--- src/sv/nearest_centroid_search_defines.svh ---
// Assertion macros shared by the nearest centroid search RTL.
`ifndef NEAREST_CENTROID_SEARCH_DEFINES_SVH
`define NEAREST_CENTROID_SEARCH_DEFINES_SVH

`ifndef ASSERT_OFF
// Clocked check, masked while reset is asserted.
`define NCS_ASSERT(lbl, clk, rstn, prop) \
    lbl: assert property (@(posedge clk) disable iff (!rstn) prop) \
        else $error("nearest_centroid_search: assertion failed");
// Clocked check that also covers the reset cycles.
`define NCS_ASSERT_NR(lbl, clk, prop) \
    lbl: assert property (@(posedge clk) prop) \
        else $error("nearest_centroid_search: reset assertion failed");
`else
`define NCS_ASSERT(lbl, clk, rstn, prop)
`define NCS_ASSERT_NR(lbl, clk, prop)
`endif

`endif

--- src/sv/ncs_pkg.sv ---
// Shared constants and types for the nearest centroid search block.
`timescale 1ns / 1ps

package ncs_pkg;

    // Parameter defaults
    localparam int DEF_MAX_CENTROIDS = 256;
    localparam int DEF_MAX_DIMS      = 128;
    localparam int DEF_VALUE_WIDTH   = 16;

    // Fixed field widths
    localparam int IN_CIDX_W  = 8;
    localparam int IN_EIDX_W  = 7;
    localparam int IN_VALUE_W = 16;
    localparam int IDX_W      = 8;
    localparam int DIST_W     = 39;
    localparam int S_TDATA_W  = 32;
    localparam int M_TDATA_W  = 48;

    localparam logic [DIST_W-1:0] DIST_MAX = {DIST_W{1'b1}};

    // Configuration port
    localparam int CFG_IDX_W  = 8;
    localparam int CFG_DATA_W = 9;
    localparam int CNT_CFG_W  = 9;
    localparam int DIM_CFG_W  = 8;

    localparam logic [CFG_IDX_W-1:0] REG_CENTROID_COUNT = 8'd0;
    localparam logic [CFG_IDX_W-1:0] REG_DIMS_USED      = 8'd1;

    localparam logic [CNT_CFG_W-1:0] CNT_RESET  = 9'd256;
    localparam logic [DIM_CFG_W-1:0] DIMS_RESET = 8'd128;

    // Input kind carried in tuser
    localparam logic MODE_LOAD  = 1'b0;
    localparam logic MODE_QUERY = 1'b1;

    // Position flags that travel with each element through the datapath
    typedef struct packed {
        logic valid;
        logic first_e;
        logic last_e;
        logic first_c;
        logic last_c;
    } ncs_tag_t;

    // Controller to datapath
    typedef struct packed {
        logic     wr_load;
        logic     wr_query;
        ncs_tag_t issue;
        logic     out_load;
    } ncs_cmd_t;

    // Datapath to controller
    typedef struct packed {
        logic search_done;
    } ncs_status_t;

endpackage

--- src/sv/ncs_ctrl.sv ---
// Search sequencer, configuration registers and output handshake.
`timescale 1ns / 1ps

module ncs_ctrl import ncs_pkg::*; #(
    parameter int MAX_CENTROIDS = DEF_MAX_CENTROIDS,
    parameter int MAX_DIMS      = DEF_MAX_DIMS,
    parameter int CW = (MAX_CENTROIDS > 1) ? $clog2(MAX_CENTROIDS) : 1,
    parameter int DW = (MAX_DIMS > 1) ? $clog2(MAX_DIMS) : 1
) (
    input  logic                  aclk,
    input  logic                  aresetn,
    input  logic                  s_tvalid,
    output logic                  s_tready,
    input  logic                  s_mode,
    input  logic                  s_last,
    output logic                  m_tvalid,
    input  logic                  m_tready,
    input  logic                  cfg_valid,
    output logic                  cfg_ready,
    input  logic [CFG_IDX_W-1:0]  cfg_index,
    input  logic [CFG_DATA_W-1:0] cfg_data,
    input  ncs_status_t           status,
    output ncs_cmd_t              cmd,
    output logic [CW-1:0]         rd_cidx,
    output logic [DW-1:0]         rd_eidx
);

    typedef enum logic [1:0] {
        ST_IDLE,
        ST_RUN,
        ST_DRAIN,
        ST_HOLD
    } state_t;

    state_t                 state_reg, state_next;
    logic [CNT_CFG_W-1:0]   count_reg, count_next;
    logic [DIM_CFG_W-1:0]   dims_reg, dims_next;
    logic [CW-1:0]          c_reg, c_next;
    logic [DW-1:0]          e_reg, e_next;
    logic [CW-1:0]          cnt_m1_reg, cnt_m1_next;
    logic [DW-1:0]          dims_m1_reg, dims_m1_next;
    logic                   out_valid_reg, out_valid_next;

    logic accept;
    logic cfg_wr;
    logic out_free;
    logic [CW-1:0] cnt_m1_clamp;
    logic [DW-1:0] dims_m1_clamp;

    assign s_tready  = (state_reg == ST_IDLE);
    assign cfg_ready = 1'b1;
    assign accept    = s_tvalid && s_tready;
    assign cfg_wr    = cfg_valid && cfg_ready;
    assign out_free  = !out_valid_reg || m_tready;
    assign m_tvalid  = out_valid_reg;
    assign rd_cidx   = c_reg;
    assign rd_eidx   = e_reg;

    // zero acts as one, anything past the store size is clamped
    always_comb begin
        if (count_reg == '0) begin
            cnt_m1_clamp = '0;
        end else if (32'(count_reg) >= MAX_CENTROIDS) begin
            cnt_m1_clamp = CW'(MAX_CENTROIDS - 1);
        end else begin
            cnt_m1_clamp = CW'(count_reg - CNT_CFG_W'(1));
        end
        if (dims_reg == '0) begin
            dims_m1_clamp = '0;
        end else if (32'(dims_reg) >= MAX_DIMS) begin
            dims_m1_clamp = DW'(MAX_DIMS - 1);
        end else begin
            dims_m1_clamp = DW'(dims_reg - DIM_CFG_W'(1));
        end
    end

    always_comb begin
        state_next     = state_reg;
        count_next     = count_reg;
        dims_next      = dims_reg;
        c_next         = c_reg;
        e_next         = e_reg;
        cnt_m1_next    = cnt_m1_reg;
        dims_m1_next   = dims_m1_reg;
        out_valid_next = out_valid_reg && !m_tready;

        cmd.wr_load       = accept && (s_mode == MODE_LOAD);
        cmd.wr_query      = accept && (s_mode == MODE_QUERY);
        cmd.issue.valid   = (state_reg == ST_RUN);
        cmd.issue.first_e = (e_reg == '0);
        cmd.issue.last_e  = (e_reg == dims_m1_reg);
        cmd.issue.first_c = (c_reg == '0);
        cmd.issue.last_c  = (c_reg == cnt_m1_reg);
        cmd.out_load      = (state_reg == ST_HOLD) && out_free;

        if (cfg_wr) begin
            case (cfg_index)
                REG_CENTROID_COUNT: count_next = cfg_data;
                REG_DIMS_USED:      dims_next  = cfg_data[DIM_CFG_W-1:0];
                default:            ;
            endcase
        end

        case (state_reg)
            ST_IDLE: begin
                if (accept && (s_mode == MODE_QUERY) && s_last) begin
                    c_next       = '0;
                    e_next       = '0;
                    cnt_m1_next  = cnt_m1_clamp;
                    dims_m1_next = dims_m1_clamp;
                    state_next   = ST_RUN;
                end
            end
            ST_RUN: begin
                if (e_reg == dims_m1_reg) begin
                    e_next = '0;
                    if (c_reg == cnt_m1_reg) begin
                        state_next = ST_DRAIN;
                    end else begin
                        c_next = c_reg + CW'(1);
                    end
                end else begin
                    e_next = e_reg + DW'(1);
                end
            end
            ST_DRAIN: begin
                if (status.search_done) begin
                    state_next = ST_HOLD;
                end
            end
            ST_HOLD: begin
                if (out_free) begin
                    out_valid_next = 1'b1;
                    state_next     = ST_IDLE;
                end
            end
            default: state_next = ST_IDLE;
        endcase
    end

    always_ff @(posedge aclk) begin
        if (!aresetn) begin
            state_reg     <= ST_IDLE;
            out_valid_reg <= 1'b0;
            count_reg     <= CNT_RESET;
            dims_reg      <= DIMS_RESET;
        end else begin
            state_reg     <= state_next;
            out_valid_reg <= out_valid_next;
            count_reg     <= count_next;
            dims_reg      <= dims_next;
        end
        c_reg       <= c_next;
        e_reg       <= e_next;
        cnt_m1_reg  <= cnt_m1_next;
        dims_m1_reg <= dims_m1_next;
    end

endmodule

--- config.mk ---
export PLATFORM = sky130hd
export DESIGN_NAME = ncs_ctrl
export DESIGN_NICKNAME = d
export VERILOG_FILES = /design/src/sv/nearest_centroid_search_defines.svh /design/src/sv/ncs_pkg.sv /design/src/sv/ncs_ctrl.sv
export SDC_FILE = /design/constraint.sdc
export NUM_CORES = 1
export LEC_CHECK = 0
export ABC_AREA = 1
export ABC_CLOCK_PERIOD_IN_PS = 2700
export CAP_MARGIN = 25
export CELL_PAD_IN_SITES_DETAIL_PLACEMENT = 2
export CELL_PAD_IN_SITES_GLOBAL_PLACEMENT = 2
export CORE_ASPECT_RATIO = 0.7
export CORE_UTILIZATION = 37
export CTS_CLUSTER_SIZE = 14
export DETAILED_ROUTE_END_ITERATION = 8
export DONT_BUFFER_PORTS = 1
export GPL_TIMING_DRIVEN = 1
export HOLD_SLACK_MARGIN = 0.12
export PLACE_DENSITY_LB_ADDON = 0.1
export SLEW_MARGIN = 5
export SYNTH_ARGS = -nofsm -noshare
export SYNTH_HDL_FRONTEND = slang
export SYNTH_SLANG_ARGS = --single-unit
--- constraint.sdc ---
create_clock -name aclk -period 2.7 [get_ports aclk]
set_clock_uncertainty 0.15 [all_clocks]
set_input_delay 0.135 -clock aclk [delete_from_list [all_inputs] [get_ports aclk]]
set_output_delay 0.135 -clock aclk [all_outputs]
set_load 0.01 [all_outputs]
## Word level (Yosys, flattened, before mapping)

Cells that the tools add are included.

- $lt $le $gt $ge: 2
- Equality and inequality tests: 12
- Bitwise operators: 1
- Add/subtract/negate cells: 4
- Reductions and logical operators: 22
- Multiplexer cells: 17

Operators by type and width:

| kind | number |
|---|---|
| 8-bit two-way mux | 4 |
| 8-bit zero test | 3 |
| 7-bit two-way mux | 3 |
| 8-bit case mux with 2 select lines | 1 |
| 7-bit case mux with 2 select lines | 1 |
| 2-bit two-way mux | 5 |
| 2-bit != test (second input constant) | 5 |
| 9-bit greater-or-equal comparator (second input constant) | 1 |
| 9-bit zero test | 1 |
| 8-bit by 1-bit adder with 8-bit output (second input constant) | 1 |
| 8-bit by 1-bit == test with 1-bit output (second input constant) | 1 |
| 8-bit == test | 1 |
| 8-bit greater-or-equal comparator (second input constant) | 1 |
| 2-bit case mux with 4 select lines | 1 |
| 2-bit AND reduction | 4 |
| 8-bit by 1-bit subtractor with 8-bit output (second input constant) | 1 |
| 7-bit by 1-bit adder with 7-bit output (second input constant) | 1 |
| 7-bit == test | 1 |
| 7-bit zero test | 1 |
| 7-bit by 1-bit subtractor with 7-bit output (second input constant) | 1 |
| 1-bit logical AND | 6 |
| 5-bit AND reduction | 1 |
| 2-bit == test (second input constant) | 2 |
| 4-bit AND reduction | 1 |
| other kinds (8) | 10 |

- Input bits: 25
- Logic and storage cells: 66
- Register bits after elaboration: 50

## Logic depth before layout (Yosys ltp)

- Word-level depth: 6
- Gate-level depth with buffers: 11

## Worst setup path before layout

Ideal clock, no wire load.

- Kind: register -> register
- Start point: register state_reg[0]
- End point: register c_reg[0] (netlist: rd_cidx[0]), enable pin
- Cell stages (with the launch flop): 10
- Clock period less this slack: 2.524 ns
- Path slack: 0.176 ns
- Arrival: 1.999 ns
- Path through: dfxtp_1 -> inv_1 -> ha_1 -> and3_1 -> nand2_1 -> inv_1 -> nor2_1 -> inv_1 -> nand2_2 -> a21oi_1

RTL lines:

| item | line | RTL |
|---|---|---|
| start, declared | ncs_ctrl.sv:35 | `state_t state_reg, state_next;` |
| start signal, assigned | ncs_ctrl.sv:148 | `state_reg <= state_next;` |
| end signal, assigned | ncs_ctrl.sv:153 | `c_reg <= c_next;` |
| end, declared | ncs_ctrl.sv:38 | `logic [CW-1:0] c_reg, c_next;` |

## Worst setup path after layout

- Start point: input port cfg_index[0]
- End point: register count_reg[4]

- Cells in the longest elaborated chain, start to end: 2

Ends and longest elaborated chain:

| item | line | RTL |
|---|---|---|
| start, declared | ncs_ctrl.sv:20 | `input logic [CFG_IDX_W-1:0] cfg_index,` |
| 8-bit zero test | ncs_ctrl.sv:97 | `case (cfg_index)` |
| 2-bit AND reduction (no source line) | - |  |
| end signal, assigned | ncs_ctrl.sv:150 | `count_reg <= count_next;` |
| end, declared | ncs_ctrl.sv:36 | `logic [CNT_CFG_W-1:0] count_reg, count_next;` |

No other way between the ends.
A chain may end at the register's enable or synchronous reset.

==> impl_metrics.env <==
export IMPL_hold_viol=0
export IMPL_num_fill_cells=817
export IMPL_dp_hpwl_um=5780
export IMPL_switchingPower_w=0.0009567
export IMPL_wl_per_cell_um=17.52
export IMPL_multi_input_area_um2=1222
export IMPL_maxCapViolCount=0
export IMPL_wirelength_um=8096
export IMPL_required_ps=2750
export IMPL_cts_buffers=5
export IMPL_period_needed_ps=2473
export IMPL_dr_pass1_iters=4
export IMPL_crit_type="primary input to flop"
export IMPL_cpMaxStageDelayCell="dlygate4sd3_1"
export IMPL_synth_most_common_cell="inv_1"
export IMPL_drive_gt1_share_pct=5.495
export IMPL_synth_nets=368
export IMPL_register_area_um2=1301
export IMPL_initial_core_util_pct=38.26
export IMPL_io_pins=51
export IMPL_worstMarginPinSlew_ps=660.1
export IMPL_clk_pin_slew_ps=90
export IMPL_fin_tns_setup_ps=0
export IMPL_synth_seq_area_share_pct=46.68
export IMPL_power_w=0.002473
export IMPL_die_w_um=105.7
export IMPL_vdd_drop_max_mv=0.2308
export IMPL_internal_power_w=0.001516
export IMPL_synth_top_area_share_pct=32.32
export IMPL_syn_area_um2=2788
export IMPL_pwr_density_cell_nw_per_um2=755.0
export IMPL_synthFlopType="edfxtp_1"
export IMPL_dieArea_um2=7891
export IMPL_coreArea_um2=7287
export IMPL_rsz0062_at_grt="no"
export IMPL_drt_iter0_drc=71
export IMPL_arrival_ps=2520
export IMPL_vias_per_cell=5.013
export IMPL_cts_tree="built"
export IMPL_cts_setup_buffers=0
export IMPL_sequentialPowerShare_pct=47.1
export IMPL_critPathMostFrequentCell="dlygate4sd3_1"
export IMPL_endpoint_kind="flop"
export IMPL_yosys_area_top_type="edfxtp_1"
export IMPL_syn_inst=331
export IMPL_slowest_delay_ps=580
export IMPL_cts_resized=0
export IMPL_insertion_delay_ps=310
export IMPL_grt_overflow=0
export IMPL_min_path_type="primary input to flop"
export IMPL_antenna_cells=0
export IMPL_cp_start_kind="primary input"
export IMPL_vias=2316
export IMPL_largest_reg_flops=9
export IMPL_clock_sinks=50
export IMPL_crit_chain="dlygate4sd3_1 -> inv_1 -> nand3_2 -> o21ai_2 -> dlygate4sd3_1 -> a21oi_1 -> dlygate4sd3_1"
export IMPL_final_setup_viol_count=0
export IMPL_std_cell_rows=26
export IMPL_nets=400
export IMPL_fin_crit_sh_pct=91.57
export IMPL_status="complete, no violations"
export IMPL_yosys_warnings=0
export IMPL_crit_fanout=17
export IMPL_place_congestion=0.7251
export IMPL_yosys_top_cells_count="inv_1 (56), nand2_1 (51), nor2_1 (37)"
export IMPL_syn2layout_area_growth_pct=17.50
export IMPL_synth_edf_count=30
export IMPL_slew_violations=0
export IMPL_post_route_drc_count=0
export IMPL_p_leak_nw=1.328
export IMPL_antenna_found_initial=0
export IMPL_antenna_left=0
export IMPL_cts_buffer_depth=2
export IMPL_grt_max_degree=21
export IMPL_power_frac_clock_pct=21.1
export IMPL_max_slew_margin_pct=55.84
export IMPL_htree_levels=2
export IMPL_synth_seq_cells=50
export IMPL_synth_cell_types=35
export IMPL_ys_top_cells_by_area="edfxtp_1 (32%), dfxtp_1 (14%), inv_1 (7.5%)"
export IMPL_die_height_um=74.62
export IMPL_hold_ws_ps=124.2
export IMPL_grt_first_pass_wirelength_um=12670
export IMPL_async_flop_share_pct=0
export IMPL_track_usage_pct=21.34
export IMPL_io_buffers=0
export IMPL_switching_share_pct=38.69
export IMPL_fmax_ghz=0.4044
export IMPL_grt_pass1_vias=2455
export IMPL_p_comb_share_pct=31.8
export IMPL_syn_area_per_cell_um2=8.422
export IMPL_clockRootBuffer="clkbuf_8"
## placed cells by master, fill, tap and decap left out, types with 12 or more instances in the layout
cell type	synthesis	routed
a21oi_1	31	31
dfxtp_1	20	20
dlygate4sd3_1	0	29
edfxtp_1	30	30
ha_1	12	12
inv_1	56	56
nand2_1	51	51
nand3_1	15	15
nor2_1	37	37
o21ai_0	21	21
xnor2_1	12	12
## critical path, delay by kind of cell
| kind | cells | cell delay (ps) |
|---|---|---|
| compound gates | 2 | 270 |
| simple gates | 1 | 290 |
| buf+inv | 4 | 1830 |
## area by class of cell
class	instances	area share (%)
inverter	56	6.417
sequential	50	39.73
multi-input combinational	218	37.32
tap	98	3.743
clock buffer	7	2.330
clock inverter	1	0.9167
timing repair buffer	32	9.549
## through the flow
step | cells | setup WS [ps] | utilization, % | area [um2]
floorplan | 331 | 176.0 | - | 2788
global placement | 425 | 668.7 | 39.51 | 2879
detailed placement | 425 | 550.6 | 39.51 | 2879
CTS | 463 | 82.05 | 45.09 | 3286
global route | 462 | 127.0 | 44.95 | 3276
finish | 462 | 227.5 | 44.95 | 3276
## layer usage
layer	vias up	GRT usage [%]	wire (um)
met4	0	7.870	187
met2	44	39.00	3978
met5	-	0	0
met1	1121	25.61	3685
li1	1138	-	-
met3	13	4.156	245
## path summary, 6_finish.rpt
| check | start | endpoint | slack [ps] | cells past startpoint |
|---|---|---|---|---|
| setup reg to reg | state_reg[0]$_SDFFE_PN0P_ | rd_cidx[6]$_SDFFCE_PN0P_ | 540 | 10 |
| hold / removal | s_last | rd_eidx[0]$_SDFFCE_PP0P_ | 120 | 3 |
| hold reg to reg | dims_reg[4]$_SDFFE_PN0P_ | dims_reg[4]$_SDFFE_PN0P_ | 330 | 2 |
| setup / recovery | cfg_index[0] | count_reg[4]$_SDFFE_PN0P_ | 230 | 7 |
## repair_timing
item,4_1_cts,5_1_grt
hold endpoints to repair,20,0
endpoints found under the setup margin,0,1
hold buffers,30,0
## power groups by stage
stage / Clock, W / Sequential, W / Combinational, W
finish: 0.000522 / 0.00116 / 0.000787
CTS: 0.000540 / 0.00116 / 0.000800
global placement: 0 / 0.00117 / 0.000725
floorplan: 0 / 0.00112 / 0.000561
global route: 0.000567 / 0.00119 / 0.000896
detailed placement: 0 / 0.00118 / 0.000765
## cells by family after synthesis
| logic type | after synthesis | synth area share, % |
|---|---|---|
| compound gates | 63 | 12.03 |
| xor+xnor | 17 | 5.341 |
| fa+ha+maj | 12 | 5.386 |
| buf+inv | 63 | 9.470 |
| flops | 50 | 46.68 |
| other cells | 1 | 0.1345 |
| simple gates | 125 | 20.96 |
No activity file was read; power rests on OpenSTA's default activity.
